==> config.mk <==
export PLATFORM = sky130hd
export DESIGN_NAME = neural_activation_unit
export DESIGN_NICKNAME = d
export VERILOG_FILES = /design/src/rtl/nau_pkg.sv /design/src/rtl/neural_activation_unit.sv
export SDC_FILE = /design/constraint.sdc
export NUM_CORES = 2
export LEC_CHECK = 0
export ABC_CLOCK_PERIOD_IN_PS = 11200
export CAP_MARGIN = 25
export CORE_MARGIN = 1.5
export CORE_UTILIZATION = 45
export CTS_BUF_LIST = sky130_fd_sc_hd__clkbuf_16
export CTS_CLUSTER_DIAMETER = 200
export DETAILED_ROUTE_END_ITERATION = 12
export DONT_BUFFER_PORTS = 1
export HOLD_SLACK_MARGIN = 0.08
export PLACE_DENSITY_LB_ADDON = 0.15
export SLEW_MARGIN = 10
export SYNTH_ARGS = -nofsm -noshare
export SYNTH_HDL_FRONTEND = slang
export SYNTH_SLANG_ARGS = --single-unit
==> constraint.sdc <==
create_clock -name clk -period 11.2 [get_ports clk]
set_clock_uncertainty 0.2 [all_clocks]
set_input_delay 2.24 -clock clk [delete_from_list [all_inputs] [get_ports clk]]
set_output_delay 2.24 -clock clk [all_outputs]
set_load 0.005 [all_outputs]
==> src/rtl/nau_pkg.sv <==
// shared types and constants for the activation unit
// no dependencies; used by neural_activation_unit
`timescale 1ns / 1ps
`default_nettype none

package nau_pkg;

    // fixed field widths of the two channels
    localparam int SAMPLE_WIDTH = 16;
    localparam int VALUE_WIDTH  = 32;

    // function codes
    localparam logic [3:0] FN_SIGMOID   = 4'd0;
    localparam logic [3:0] FN_SIGMOID_D = 4'd1;
    localparam logic [3:0] FN_TANH      = 4'd2;
    localparam logic [3:0] FN_TANH_D    = 4'd3;
    localparam logic [3:0] FN_RELU      = 4'd4;
    localparam logic [3:0] FN_RELU_D    = 4'd5;
    localparam logic [3:0] FN_SQUARE    = 4'd6;
    localparam logic [3:0] FN_SQRT      = 4'd7;
    localparam logic [3:0] FN_SUM       = 4'd8;

    // exponential evaluation: fraction bits, series length, integer cutoff
    localparam int EXP_FRAC     = 30;
    localparam int SERIES_TERMS = 20;
    localparam int EXP_MAX_INT  = 40;

    // leak factor after reset, unsigned Q0.16
    localparam logic [15:0] LEAK_RESET = 16'd655;

    typedef struct packed {
        logic [3:0]                     func;
        logic signed [SAMPLE_WIDTH-1:0] sample;
        logic                           last_element;
    } req_t;

    typedef struct packed {
        logic signed [VALUE_WIDTH-1:0] value;
        logic                          error_flag;
    } rsp_t;

endpackage

`default_nettype wire

==> src/rtl/neural_activation_unit.sv <==
// activation function unit: sequencer around one shared multiplier and divider
// depends on nau_pkg for channel structs, function codes and constants
`timescale 1ns / 1ps
`default_nettype none

// One element at a time: req_stall is high from the accepting edge until the
// result is parked in the output register, and it stays high while that result
// waits behind a stalled rsp. A sum element that is not last, and an element
// with an unknown function code, give no transaction on rsp. A last sum
// element, relu of a non-negative sample, relu derivative and square root of a
// negative sample go from decode straight to the result; relu of a negative
// sample and square take one product, and square root runs its bit-pair steps.
// Sigmoid, tanh and their derivatives run a 20-term series on one shared 32x32
// multiplier and a 1-bit-per-cycle restoring divider, then multiply by e^-1
// once per integer unit of the argument (at most 8 for sigmoid and 16 for tanh
// with 16-bit samples), then do a rounding division. The first such element
// with an argument of 1.0 or more after reset runs the series a second time
// to build the e^-1 constant, which is then kept.
module neural_activation_unit #(
    parameter int FRAC_BITS = 12
) (
    input  wire logic          clk,
    input  wire logic          rst_n,
    input  wire logic          req_valid,
    output logic               req_stall,
    input  wire nau_pkg::req_t req,
    output logic               rsp_valid,
    input  wire logic          rsp_stall,
    output nau_pkg::rsp_t      rsp,
    input  wire logic          cfg_valid,
    output logic               cfg_ready,
    input  wire logic [15:0]   cfg_data
);

    localparam int SW     = nau_pkg::SAMPLE_WIDTH;
    localparam int VW     = nau_pkg::VALUE_WIDTH;
    localparam int EF     = nau_pkg::EXP_FRAC;
    localparam int E_W    = EF + 1;
    localparam int A_W    = SW + 1;
    localparam int ONE_W  = FRAC_BITS + 1;
    localparam int DIVD_W = 33 + FRAC_BITS;
    localparam int CNT_W  = $clog2(DIVD_W + 1);
    localparam int SQ_W   = ((SW + FRAC_BITS + 1) / 2) * 2;
    localparam int I_W    = $clog2(nau_pkg::EXP_MAX_INT + 1);

    localparam logic [E_W-1:0]   QONE     = E_W'(1) << EF;
    localparam logic [ONE_W-1:0] ONE      = ONE_W'(1) << FRAC_BITS;
    localparam logic [VW-1:0]    ONE_V    = VW'(1) << FRAC_BITS;
    localparam logic [VW-1:0]    VMAX     = {1'b0, {(VW-1){1'b1}}};
    localparam logic [VW-1:0]    VMIN     = {1'b1, {(VW-1){1'b0}}};

    typedef enum logic [15:0] {
        S_IDLE     = 16'h0001,
        S_DECODE   = 16'h0002,
        S_SER_MUL  = 16'h0004,
        S_SER_LOAD = 16'h0008,
        S_SER_DIV  = 16'h0010,
        S_SER_ACC  = 16'h0020,
        S_SER_END  = 16'h0040,
        S_POW      = 16'h0080,
        S_POW_UPD  = 16'h0100,
        S_FIN_LOAD = 16'h0200,
        S_FIN_DIV  = 16'h0400,
        S_FIN_RES  = 16'h0800,
        S_DRV_MUL  = 16'h1000,
        S_DRV_OUT  = 16'h2000,
        S_SQRT     = 16'h4000,
        S_RESULT   = 16'h8000
    } state_t;

    state_t                  state_reg, state_next;
    logic [3:0]              func_reg, func_next;
    logic signed [SW-1:0]    x_reg, x_next;
    logic                    last_reg, last_next;
    logic                    neg_reg, neg_next;
    logic [SW-1:0]           absx_reg, absx_next;
    logic [A_W-1:0]          a_reg, a_next;
    logic [E_W-1:0]          f_reg, f_next;
    logic [E_W-1:0]          term_reg, term_next;
    logic signed [32:0]      acc_reg, acc_next;
    logic [4:0]              k_reg, k_next;
    logic [E_W-1:0]          einv_reg, einv_next;
    logic                    einv_valid_reg, einv_valid_next;
    logic                    einv_mode_reg, einv_mode_next;
    logic [E_W-1:0]          e_reg, e_next;
    logic [I_W-1:0]          i_reg, i_next;
    logic [63:0]             prod_reg, prod_next;
    logic [DIVD_W-1:0]       quo_reg, quo_next;
    logic [31:0]             rem_reg, rem_next;
    logic [31:0]             dvs_reg, dvs_next;
    logic [CNT_W-1:0]        cnt_reg, cnt_next;
    logic [ONE_W-1:0]        t_reg, t_next;
    logic [SQ_W-1:0]         sqv_reg, sqv_next;
    logic [SQ_W-1:0]         sqr_reg, sqr_next;
    logic [SQ_W-1:0]         sqb_reg, sqb_next;
    logic signed [VW-1:0]    sum_acc_reg, sum_acc_next;
    logic                    sum_ovf_reg, sum_ovf_next;
    logic [15:0]             leak_reg, leak_next;
    logic [VW-1:0]           res_value_reg, res_value_next;
    logic                    res_err_reg, res_err_next;
    logic                    out_valid_reg, out_valid_next;
    logic [VW-1:0]           out_value_reg, out_value_next;
    logic                    out_err_reg, out_err_next;

    // shared multiplier operands
    logic [31:0]             mul_a, mul_b;
    logic [63:0]             prod_full;

    // divider step
    logic [32:0]             div_rem_s;
    logic                    div_ge;
    logic [31:0]             div_rem_n;
    logic [DIVD_W-1:0]       div_quo_n;

    // square root step
    logic [SQ_W:0]           sq_sum;
    logic                    sq_ge;

    // decode helpers
    logic                    dec_neg;
    logic [SW-1:0]           dec_absx;
    logic [A_W-1:0]          dec_a;
    logic [A_W-1:0]          dec_n;
    logic                    dec_tanh;
    logic                    fin_tanh;
    logic signed [VW-1:0]    x_ext;
    logic signed [32:0]      sum_t;
    logic [VW-1:0]           sum_sat;
    logic                    sum_of;
    logic [E_W-1:0]          acc_clamped;
    logic [E_W-1:0]          ser_q;
    logic [31:0]             fin_d;
    logic [E_W-1:0]          fin_numer;
    logic [ONE_W-1:0]        fin_q;
    logic [63:0]             relu_rnd;
    logic [63:0]             prod_shr;

    assign cfg_ready = 1'b1;
    assign req_stall = (state_reg != S_IDLE);
    assign rsp_valid = out_valid_reg;
    assign rsp.value = out_value_reg;
    assign rsp.error_flag = out_err_reg;

    // multiplier operand selection
    always_comb
    begin
        mul_a = '0;
        mul_b = '0;
        unique case (state_reg)
            S_SER_MUL:
            begin
                mul_a = 32'(term_reg);
                mul_b = 32'(f_reg);
            end
            S_POW:
            begin
                mul_a = 32'(e_reg);
                mul_b = 32'(einv_reg);
            end
            S_DRV_MUL:
            begin
                case (func_reg)
                    nau_pkg::FN_RELU:
                    begin
                        mul_a = 32'(absx_reg);
                        mul_b = 32'(leak_reg);
                    end
                    nau_pkg::FN_SQUARE:
                    begin
                        mul_a = 32'(absx_reg);
                        mul_b = 32'(absx_reg);
                    end
                    nau_pkg::FN_SIGMOID_D:
                    begin
                        mul_a = 32'(t_reg);
                        mul_b = 32'(ONE - t_reg);
                    end
                    default:
                    begin
                        mul_a = 32'(t_reg);
                        mul_b = 32'(t_reg);
                    end
                endcase
            end
            default:
            begin
                mul_a = '0;
                mul_b = '0;
            end
        endcase
    end

    assign prod_full = 64'(mul_a) * 64'(mul_b);

    // one restoring division step
    assign div_rem_s = {rem_reg, quo_reg[DIVD_W-1]};
    assign div_ge    = (div_rem_s >= {1'b0, dvs_reg});
    assign div_rem_n = div_ge ? 32'(div_rem_s - {1'b0, dvs_reg}) : div_rem_s[31:0];
    assign div_quo_n = {quo_reg[DIVD_W-2:0], div_ge};

    // one square root step
    assign sq_sum = {1'b0, sqr_reg} + {1'b0, sqb_reg};
    assign sq_ge  = ({1'b0, sqv_reg} >= sq_sum);

    // element decode
    assign dec_neg  = x_reg[SW-1];
    assign dec_absx = dec_neg ? SW'(-x_reg) : SW'(x_reg);
    assign dec_tanh = (func_reg == nau_pkg::FN_TANH) || (func_reg == nau_pkg::FN_TANH_D);
    assign dec_a    = dec_tanh ? {dec_absx, 1'b0} : {1'b0, dec_absx};
    assign dec_n    = dec_a >> FRAC_BITS;
    assign fin_tanh = dec_tanh;
    assign x_ext    = VW'(x_reg);

    // saturating running sum
    assign sum_t   = 33'(sum_acc_reg) + 33'(x_reg);
    assign sum_of  = (sum_t[32] != sum_t[31]);
    assign sum_sat = sum_of ? (sum_t[32] ? VMIN : VMAX) : sum_t[31:0];

    // series bookkeeping
    assign ser_q = quo_reg[E_W-1:0];
    always_comb
    begin
        if (acc_reg[32])
            acc_clamped = '0;
        else if (acc_reg > $signed(33'(QONE)))
            acc_clamped = QONE;
        else
            acc_clamped = acc_reg[E_W-1:0];
    end

    // final sigmoid or tanh division operands
    assign fin_d     = 32'(QONE) + 32'(e_reg);
    assign fin_numer = fin_tanh ? (QONE - e_reg) : (neg_reg ? e_reg : QONE);
    assign fin_q     = quo_reg[ONE_W-1:0];

    assign relu_rnd = (prod_reg + 64'h0000_0000_0000_FFFF) >> 16;
    assign prod_shr = prod_reg >> FRAC_BITS;

    // sequencer and datapath next state
    always_comb
    begin
        state_next      = state_reg;
        func_next       = func_reg;
        x_next          = x_reg;
        last_next       = last_reg;
        neg_next        = neg_reg;
        absx_next       = absx_reg;
        a_next          = a_reg;
        f_next          = f_reg;
        term_next       = term_reg;
        acc_next        = acc_reg;
        k_next          = k_reg;
        einv_next       = einv_reg;
        einv_valid_next = einv_valid_reg;
        einv_mode_next  = einv_mode_reg;
        e_next          = e_reg;
        i_next          = i_reg;
        prod_next       = prod_reg;
        quo_next        = quo_reg;
        rem_next        = rem_reg;
        dvs_next        = dvs_reg;
        cnt_next        = cnt_reg;
        t_next          = t_reg;
        sqv_next        = sqv_reg;
        sqr_next        = sqr_reg;
        sqb_next        = sqb_reg;
        sum_acc_next    = sum_acc_reg;
        sum_ovf_next    = sum_ovf_reg;
        leak_next       = leak_reg;
        res_value_next  = res_value_reg;
        res_err_next    = res_err_reg;
        out_value_next  = out_value_reg;
        out_err_next    = out_err_reg;
        out_valid_next  = out_valid_reg & rsp_stall;

        // configuration write
        if (cfg_valid && cfg_ready)
            leak_next = cfg_data;

        unique case (state_reg)
            S_IDLE:
            begin
                if (req_valid)
                begin
                    func_next  = req.func;
                    x_next     = req.sample;
                    last_next  = req.last_element;
                    state_next = S_DECODE;
                end
            end

            S_DECODE:
            begin
                neg_next     = dec_neg;
                absx_next    = dec_absx;
                a_next       = dec_a;
                res_err_next = 1'b0;
                case (func_reg)
                    nau_pkg::FN_SIGMOID, nau_pkg::FN_SIGMOID_D,
                    nau_pkg::FN_TANH, nau_pkg::FN_TANH_D:
                    begin
                        term_next = QONE;
                        acc_next  = 33'(QONE);
                        k_next    = 5'd1;
                        if (dec_n > A_W'(nau_pkg::EXP_MAX_INT))
                        begin
                            e_next     = '0;
                            state_next = S_FIN_LOAD;
                        end
                        else if ((dec_n != '0) && !einv_valid_reg)
                        begin
                            f_next         = QONE;
                            einv_mode_next = 1'b1;
                            state_next     = S_SER_MUL;
                        end
                        else
                        begin
                            f_next         = E_W'(dec_a[FRAC_BITS-1:0]) << (EF - FRAC_BITS);
                            einv_mode_next = 1'b0;
                            state_next     = S_SER_MUL;
                        end
                    end
                    nau_pkg::FN_RELU:
                    begin
                        if (dec_neg)
                            state_next = S_DRV_MUL;
                        else
                        begin
                            res_value_next = (x_ext > $signed(ONE_V)) ? ONE_V : x_ext;
                            state_next     = S_RESULT;
                        end
                    end
                    nau_pkg::FN_RELU_D:
                    begin
                        if (x_ext > $signed(ONE_V))
                            res_value_next = '0;
                        else if (dec_neg)
                            res_value_next = VW'(leak_reg >> (16 - FRAC_BITS));
                        else
                            res_value_next = ONE_V;
                        state_next = S_RESULT;
                    end
                    nau_pkg::FN_SQUARE:
                    begin
                        state_next = S_DRV_MUL;
                    end
                    nau_pkg::FN_SQRT:
                    begin
                        if (dec_neg)
                        begin
                            res_value_next = '0;
                            res_err_next   = 1'b1;
                            state_next     = S_RESULT;
                        end
                        else
                        begin
                            sqv_next   = SQ_W'(dec_absx) << FRAC_BITS;
                            sqr_next   = '0;
                            sqb_next   = SQ_W'(1) << (SQ_W - 2);
                            cnt_next   = CNT_W'(SQ_W / 2);
                            state_next = S_SQRT;
                        end
                    end
                    nau_pkg::FN_SUM:
                    begin
                        if (last_reg)
                        begin
                            res_value_next = sum_sat;
                            res_err_next   = sum_ovf_reg | sum_of;
                            sum_acc_next   = '0;
                            sum_ovf_next   = 1'b0;
                            state_next     = S_RESULT;
                        end
                        else
                        begin
                            sum_acc_next = sum_sat;
                            sum_ovf_next = sum_ovf_reg | sum_of;
                            state_next   = S_IDLE;
                        end
                    end
                    default:
                    begin
                        state_next = S_IDLE;
                    end
                endcase
            end

            // series term: multiply by the argument
            S_SER_MUL:
            begin
                prod_next  = prod_full;
                state_next = S_SER_LOAD;
            end

            // series term: divide by k, top bits only
            S_SER_LOAD:
            begin
                quo_next   = {prod_reg[2*EF:EF], {(DIVD_W-E_W){1'b0}}};
                rem_next   = '0;
                dvs_next   = 32'(k_reg);
                cnt_next   = CNT_W'(E_W);
                state_next = S_SER_DIV;
            end

            S_SER_DIV:
            begin
                quo_next = div_quo_n;
                rem_next = div_rem_n;
                cnt_next = cnt_reg - 1'b1;
                if (cnt_reg == CNT_W'(1))
                    state_next = S_SER_ACC;
            end

            // alternating accumulate
            S_SER_ACC:
            begin
                term_next = ser_q;
                acc_next  = k_reg[0] ? (acc_reg - 33'(ser_q)) : (acc_reg + 33'(ser_q));
                k_next    = k_reg + 1'b1;
                if (k_reg == 5'(nau_pkg::SERIES_TERMS))
                    state_next = S_SER_END;
                else
                    state_next = S_SER_MUL;
            end

            S_SER_END:
            begin
                if (einv_mode_reg)
                begin
                    einv_next       = acc_clamped;
                    einv_valid_next = 1'b1;
                    einv_mode_next  = 1'b0;
                    f_next          = E_W'(a_reg[FRAC_BITS-1:0]) << (EF - FRAC_BITS);
                    term_next       = QONE;
                    acc_next        = 33'(QONE);
                    k_next          = 5'd1;
                    state_next      = S_SER_MUL;
                end
                else
                begin
                    e_next     = acc_clamped;
                    i_next     = I_W'(a_reg >> FRAC_BITS);
                    state_next = S_POW;
                end
            end

            // integer part: repeated multiply by e^-1
            S_POW:
            begin
                if ((i_reg == '0) || (e_reg == '0))
                    state_next = S_FIN_LOAD;
                else
                begin
                    prod_next  = prod_full;
                    state_next = S_POW_UPD;
                end
            end

            S_POW_UPD:
            begin
                e_next     = prod_reg[2*EF:EF];
                i_next     = i_reg - 1'b1;
                state_next = S_POW;
            end

            // rounded quotient for sigmoid or tanh
            S_FIN_LOAD:
            begin
                quo_next   = (DIVD_W'(fin_numer) << FRAC_BITS) + DIVD_W'(fin_d >> 1);
                rem_next   = '0;
                dvs_next   = fin_d;
                cnt_next   = CNT_W'(DIVD_W);
                state_next = S_FIN_DIV;
            end

            S_FIN_DIV:
            begin
                quo_next = div_quo_n;
                rem_next = div_rem_n;
                cnt_next = cnt_reg - 1'b1;
                if (cnt_reg == CNT_W'(1))
                    state_next = S_FIN_RES;
            end

            S_FIN_RES:
            begin
                t_next = fin_q;
                case (func_reg)
                    nau_pkg::FN_SIGMOID:
                    begin
                        res_value_next = VW'(fin_q);
                        state_next     = S_RESULT;
                    end
                    nau_pkg::FN_TANH:
                    begin
                        res_value_next = neg_reg ? (VW'(0) - VW'(fin_q)) : VW'(fin_q);
                        state_next     = S_RESULT;
                    end
                    default:
                    begin
                        state_next = S_DRV_MUL;
                    end
                endcase
            end

            S_DRV_MUL:
            begin
                prod_next  = prod_full;
                state_next = S_DRV_OUT;
            end

            // products for relu, square and the derivatives
            S_DRV_OUT:
            begin
                case (func_reg)
                    nau_pkg::FN_RELU:
                        res_value_next = VW'(0) - relu_rnd[VW-1:0];
                    nau_pkg::FN_SQUARE:
                        res_value_next = (prod_shr > 64'(VMAX)) ? VMAX : prod_shr[VW-1:0];
                    nau_pkg::FN_SIGMOID_D:
                        res_value_next = prod_shr[VW-1:0];
                    default:
                        res_value_next = ONE_V - prod_shr[VW-1:0];
                endcase
                state_next = S_RESULT;
            end

            // bit-pair square root, root taken from the last step
            S_SQRT:
            begin
                if (sq_ge)
                begin
                    sqv_next = SQ_W'({1'b0, sqv_reg} - sq_sum);
                    sqr_next = (sqr_reg >> 1) + sqb_reg;
                end
                else
                    sqr_next = sqr_reg >> 1;
                sqb_next = sqb_reg >> 2;
                cnt_next = cnt_reg - 1'b1;
                if (cnt_reg == CNT_W'(1))
                begin
                    res_value_next = VW'(sqr_next);
                    state_next     = S_RESULT;
                end
            end

            // hand result to the output register
            S_RESULT:
            begin
                if (!out_valid_reg || !rsp_stall)
                begin
                    out_value_next = res_value_reg;
                    out_err_next   = res_err_reg;
                    out_valid_next = 1'b1;
                    state_next     = S_IDLE;
                end
            end

            default:
            begin
                state_next = S_IDLE;
            end
        endcase
    end

    // control registers
    always_ff @(posedge clk or negedge rst_n)
    begin
        if (!rst_n)
        begin
            state_reg      <= S_IDLE;
            einv_valid_reg <= 1'b0;
            einv_mode_reg  <= 1'b0;
            sum_acc_reg    <= '0;
            sum_ovf_reg    <= 1'b0;
            leak_reg       <= nau_pkg::LEAK_RESET;
            out_valid_reg  <= 1'b0;
        end
        else
        begin
            state_reg      <= state_next;
            einv_valid_reg <= einv_valid_next;
            einv_mode_reg  <= einv_mode_next;
            sum_acc_reg    <= sum_acc_next;
            sum_ovf_reg    <= sum_ovf_next;
            leak_reg       <= leak_next;
            out_valid_reg  <= out_valid_next;
        end
    end

    // datapath registers
    always_ff @(posedge clk)
    begin
        func_reg      <= func_next;
        x_reg         <= x_next;
        last_reg      <= last_next;
        neg_reg       <= neg_next;
        absx_reg      <= absx_next;
        a_reg         <= a_next;
        f_reg         <= f_next;
        term_reg      <= term_next;
        acc_reg       <= acc_next;
        k_reg         <= k_next;
        einv_reg      <= einv_next;
        e_reg         <= e_next;
        i_reg         <= i_next;
        prod_reg      <= prod_next;
        quo_reg       <= quo_next;
        rem_reg       <= rem_next;
        dvs_reg       <= dvs_next;
        cnt_reg       <= cnt_next;
        t_reg         <= t_next;
        sqv_reg       <= sqv_next;
        sqr_reg       <= sqr_next;
        sqb_reg       <= sqb_next;
        res_value_reg <= res_value_next;
        res_err_reg   <= res_err_next;
        out_value_reg <= out_value_next;
        out_err_reg   <= out_err_next;
    end

endmodule

`default_nettype wire

-- After elaboration in Yosys (flattened, before gate mapping)
Cells that the tools add are included.
- multipliers: 1
- magnitude comparators: 6
- equality and inequality tests: 47
- reductions and logical operators: 44
- add/sub/neg operators: 19
- bitwise logic cells: 2
- mux-type cells: 92
- operator list (kind ; count):
    $mux 31 ; 13
    $pmux 32 s3 ; 4
    $mux 32 ; 10
    $pmux 16 s16 ; 1
    $pmux 32 s4 ; 2
    $mux 28 ; 8
    $pmux 32 s2 ; 3
    $pmux 31 s3 ; 2
    $mux 16 ; 11
    $pmux 28 s2 ; 3
    $pmux 45 s3 ; 1
    $pmux 64 s2 ; 1
    $mux 33 ; 3
    $pmux 33 s3 ; 1
    $pmux 16 s6 ; 1
    $mul 32x32->64 ; 1
    $mux 64 ; 1
    $pmux 31 s2 ; 1
    $gt 52x31->1 const B ; 1
    $add 48x16->48 const B ; 1
    $add 43x31->44 ; 1
    $add 32x16->33 ; 1
    $add 33x31->33 ; 1
    $ge 33x32->1 ; 1
    79 further kinds ; 138
- word-level logic and storage cells: 244
- register bits: 633
- output and inout bits: 36
- bits of input ports: 42

-- Longest topological paths before layout
- depth after elaboration: 9
- depth in mapped cells: 41
- mapped depth without buffers: 38

-- Least setup slack after synthesis
No wires, ideal clock.
- path type: reg-to-reg
- start: reg state_reg[5]
- end: reg prod_reg[48], data pin
- stages on the path, launching flop included: 35
- slack: 1057 ps
- buffers on the path: 3
- data required time: 10738 ps
- library setup time: 262 ps
- period minus slack after synthesis: 10143 ps
- arrival: 9681 ps
- path through: dfrtp_1 -> or4_1 -> nor4b_1 -> nand2_1 -> or3_1 -> nor3b_1 -> clkbuf_1 -> buf_1 -> buf_1 -> a22oi_1 -> nor2_1 -> fa_1 -> fa_1 -> fa_1 -> inv_1 -> fa_1 -> inv_1 -> fa_1 -> fa_1 -> fa_1 -> inv_1 -> fa_1 -> inv_1 -> ha_1 -> a21o_1 -> a21o_1 -> a21oi_1 -> o2111ai_1 -> o21ai_0 -> o211ai_1 -> o41ai_1 -> o21ai_0 -> nand3_1 -> a21oi_1 -> xor2_1
- cells in the longest elaborated chain, start to end: 5
- elaborated cells on any way between the ends: 9
- those cells by class: mul: 1; eq/ne: 3; mux: 4; reduce/logical: 1
- ends and longest elaborated chain (element ; RTL line ; text):
    start, declared ; neural_activation_unit.sv:71 ; state_t state_reg, state_next;
    start signal, assigned ; neural_activation_unit.sv:581 ; state_reg <= state_next;
    $eq 16x13->1, or another cell as far along ; neural_activation_unit.sv:149 ; unique case (state_reg)
    $pmux 32 s3 ; neural_activation_unit.sv:149 ;
    $mul 32x32->64 * ; neural_activation_unit.sv:193 ; assign prod_full = 64'(mul_a) * 64'(mul_b);
    net prod_full[48] ; neural_activation_unit.sv:107 ; logic [63:0] prod_full;
    $mux 64 ; neural_activation_unit.sv:450 ; if ((i_reg == '0) || (e_reg == '0))
    $pmux 64 s2 * ; neural_activation_unit.sv:280 ; unique case (state_reg)
    end signal, assigned ; neural_activation_unit.sv:607 ; prod_reg <= prod_next;
    end, declared ; neural_activation_unit.sv:87 ; logic [63:0] prod_reg, prod_next;
The timed path passes the listed nets; every way through them passes the cells marked *. The select of a mux whose other input is x is not followed.
A chain may end at the register's enable or synchronous reset.

-- Worst setup path after layout
- start: reg state_reg[5]
- end: reg prod_reg[61], data pin
Same word-level chain as after synthesis.

==> impl_metrics.csv <==
group,metric,value,unit
status,status,"complete, no violations",
final_layout,nFillCells,14600,
pwr,cellPowerDensity,91.5,nW/µm²
routing,finalWirelength,267000,µm
placed_design,gp_congestion,0.997,
cts,cts_sinks,601,
die,num_rows,144,
cts,hold_buffers,0,
pwr,p_total,6.99,mW
routing,via_count,57800,
global_routing,grt_usage,0.338,
die,die_w,398,µm
die,floorplan.initialDensity,0.454,
cts,cts_tree,"done",
sta,tns,0,ns
yosys,netlist_area,70100,µm²
sta,maxSlewViolCount,0,
routing,ant_nets,0,
routing,drtPass1Iterations,6,
worst_setup_path,crit_type,"reg -> reg",
final_layout,final_nets,8985,
global_routing,antenna_found_initial,22,
yosys,avgSynthCellArea,9.22,µm²
sta,setup_viol_count_final,0,
yosys,seq_area_frac_synth,0.253,
global_routing,grt_pass1_vias,56700,
yosys,synthTopCellsByArea,"fa_1 25%, edfxtp_1 23%, ha_1 8.1%",
yosys,synth_xor_area_frac,0.0452,
yosys,synth_top_family_by_area,"adder cells",
yosys,synth-simple-area-share,0.160,
routing,remaining_drc_errors,0,
cts,clkSlewWorstSetupHoldPaths,0.07,ns
final_layout,syn_to_final_growth,9.02,%
yosys,syn_inst,7603,
yosys,synth-edff-count,533,
yosys,ys_ff_latch,601,
placed_design,hpwl,216000,µm
cts,cts_root_buffer,"clkbuf_16",
yosys,yosysTopAreaCell,"fa_1",
cts,cts_made_buffers,68,
run,maxCapViolations,0,
global_routing,grt-ovfl-total,0,
worst_setup_path,cp_max_fo,24,
worst_setup_path,cp.required,11.42,ns
yosys,async_flop_share,0.113,
yosys,synth_top_area_share,0.249,
cts,clock_latency,0.67,ns
die,ios,78,
global_routing,grt_pass1_wl,390000,µm
pwr,p_leak,33.8,nW
global_routing,grt_max_degree,70,
hold_path,hp-class,"reg -> reg",
sta,max_freq,0.0915,GHz
sta,min_period_over_period,0.975,
die,dieArea,158000,µm²
sta,slew_headroom,0.139,
worst_setup_path,cp_data_arrival_time,11.14,ns
cts,cts_max_path_buffers,3,
sta,hold_viol_final,0,
worst_setup_path,crit_slowest_cell,"or4_1",
pwr,ir_drop,105,µV
yosys,synth_cell_types,102,
final_layout,drive_gt1_frac,0.0751,
worst_setup_path,start_kind,"flip-flop",
worst_setup_path,slowest_delay,0.57,ns
routing,drt-initial-drc-count,6647,
worst_setup_path,crit_path_end_kind,"flip-flop",
sta,period_needed,10.92,ns
cts,h-tree-depth,3,
sta,worst_slew_pin_slew,1.29,ns
routing,detail_route.wl_per_cell,27.5,µm
yosys,synthMuxAreaShare,0.0101,
die,dieHeight,398,µm
worst_setup_path,path_common_cell,"fa_1",
placed_design,port-buffer-count,0,
sta,rsz0062_at_grt,"no",
yosys,synth-adder-area-share,0.330,
yosys,synth_compound_area_frac,0.123,
yosys,synth_ff_type,"edfxtp_1",
die,core-area,154000,µm²
final_layout,fin_util,0.495,
yosys,ys_warn_count,0,
routing,viasPerCell,5.95,
final_layout,largest_register_ffs,64,
path summary, 6_finish.rpt:
check | startpoint | end | slack (ns) | cells past startpoint
worst min-delay path | res_value_reg[22]$_DFFE_PP_ | out_value_reg[22]$_DFFE_PP_ | 0.21 | 0
worst min register to register | res_value_reg[22]$_DFFE_PP_ | out_value_reg[22]$_DFFE_PP_ | 0.21 | 0
max in group asynchronous | rst_n | leak_reg[3]$_DFFE_PN1P_ | 9.49 | 0
min in group asynchronous | rst_n | sum_acc_reg[16]$_DFFE_PN0P_ | 1.07 | 0
worst max register to register | state_reg[5]$_DFFE_PN0P_ | prod_reg[61]$_DFFE_PP_ | 0.28 | 34
worst max-delay path | state_reg[5]$_DFFE_PN0P_ | prod_reg[61]$_DFFE_PP_ | 0.28 | 34
Yosys cell counts, types with 34 or more instances:
master    count
a211oi_1     41
a21o_1      108
a21oi_1     293
a221oi_1     41
a22o_1       51
a22oi_1      71
a31oi_1      54
and2_1      129
and3_1       38
clkbuf_1    341
dfrtp_1      61
edfxtp_1    533
fa_1        872
ha_1        452
inv_1      1058
mux2i_1      51
nand2_1     914
nand2b_1     55
nand3_1      86
nand4_1      47
nor2_1      839
nor2b_1      34
nor3_1      120
nor4_1       51
o21a_1       42
o21ai_0     304
o21bai_1     46
or3_1        51
xnor2_1     231
xor2_1      131
cells in the final DEF, fill, tap and decap left out, drive strengths merged, types with 22 or more instances in the layout:
cell / Yosys / final
o211ai: 27 / 27
nor2b: 34 / 34
a21oi: 293 / 293
nand4: 48 / 48
or2: 29 / 29
nand2: 914 / 914
buf: 37 / 307
o21bai: 46 / 46
inv: 1059 / 1078
o31ai: 33 / 33
mux2i: 51 / 51
dfrtp: 61 / 61
and2: 134 / 134
a22oi: 71 / 71
xnor2: 231 / 231
a221oi: 41 / 41
o21a: 43 / 43
nor3: 121 / 121
a31oi: 54 / 54
nor4: 54 / 54
nand3: 87 / 87
clkbuf: 345 / 70
a211oi: 41 / 41
fa: 872 / 872
a221o: 28 / 28
xor2: 131 / 131
and3: 38 / 38
a22o: 51 / 51
a21o: 108 / 108
edfxtp: 533 / 533
ha: 452 / 452
nand2b: 55 / 55
o21ai: 315 / 315
clkinv: 0 / 22
nor2: 841 / 841
or3: 53 / 53
worst max-delay path: cells and delay by family, from the launching register on:
kind / cells / cell delay [ns]
flip-flops: 1 / 0.44
AO/OA/AOI/OAI: 10 / 2.49
XOR/XNOR: 1 / 0.08
buffers and inverters: 6 / 0.66
adder cells (fa/ha/maj): 9 / 4.42
AND/OR/NAND/NOR: 8 / 2.35
layer usage:
metal	up-vias	track usage	share of wire
li1	25300	-	-
met1	29300	0.493	0.44
met2	2697	0.496	0.43
met3	489	0.0693	0.096
met4	10	0.117	0.041
met5	-	0	0.00029
timing repair:
| item | CTS | global route |
|---|---|---|
| gates cloned | 0 | 1 |
| pin swaps | 0 | 0 |
| endpoints found under the hold margin | 0 | 0 |
| gates resized for setup | 2 | 22 |
| buffers inserted | 0 | 2 |
| setup endpoints to repair | 2 | 13 |
area by class of cell:
cell class	instances	area (µm²)	area share
Clock buffer	69	1730	0.0226
Timing Repair Buffer	309	2620	0.0343
Clock inverter	55	518	0.00678
Multi-Input combinational cell	5579	47300	0.619
Tap cell	2044	2560	0.0335
Sequential cell	601	17700	0.232
Inverter	1059	3980	0.0521
Timing Repair inverter	1	5.00	0.0000655
Antenna cell	6	15.0	0.000196
cells by family (layout without fill, tap and decap cells):
group | Yosys count | count (layout)
AND/OR/NAND/NOR | 2494 | 2494
other | 2 | 26
XOR/XNOR | 362 | 362
multiplexers | 68 | 68
buffers and inverters | 1441 | 1493
flip-flops | 601 | 601
AO/OA/AOI/OAI | 1308 | 1308
adder cells (fa/ha/maj) | 1327 | 1327
power breakdown:
group / total [mW] / switching (mW) / internal [mW] / leakage (nW)
Sequential: 2.76 / 0.160 / 2.60 / 5.92
Combinational: 1.92 / 1.33 / 0.588 / 26.7
Clock: 2.32 / 1.02 / 1.30 / 1.13
through the flow:
step	setup slack [ns]	instances	hold WS, ns	cell area [µm²]
2_1_floorplan	1.06	7621	0.200	70200
3_3_place_gp	-0.0657	9579	0.202	73900
3_5_place_dp	-0.171	9584	0.206	74000
4_1_cts	0.0735	9708	0.218	76200
5_1_grt	0.0349	9719	0.225	76400
6_report	0.276	9723	0.215	76400
Note: power is estimated with default switching activity, not from simulation.
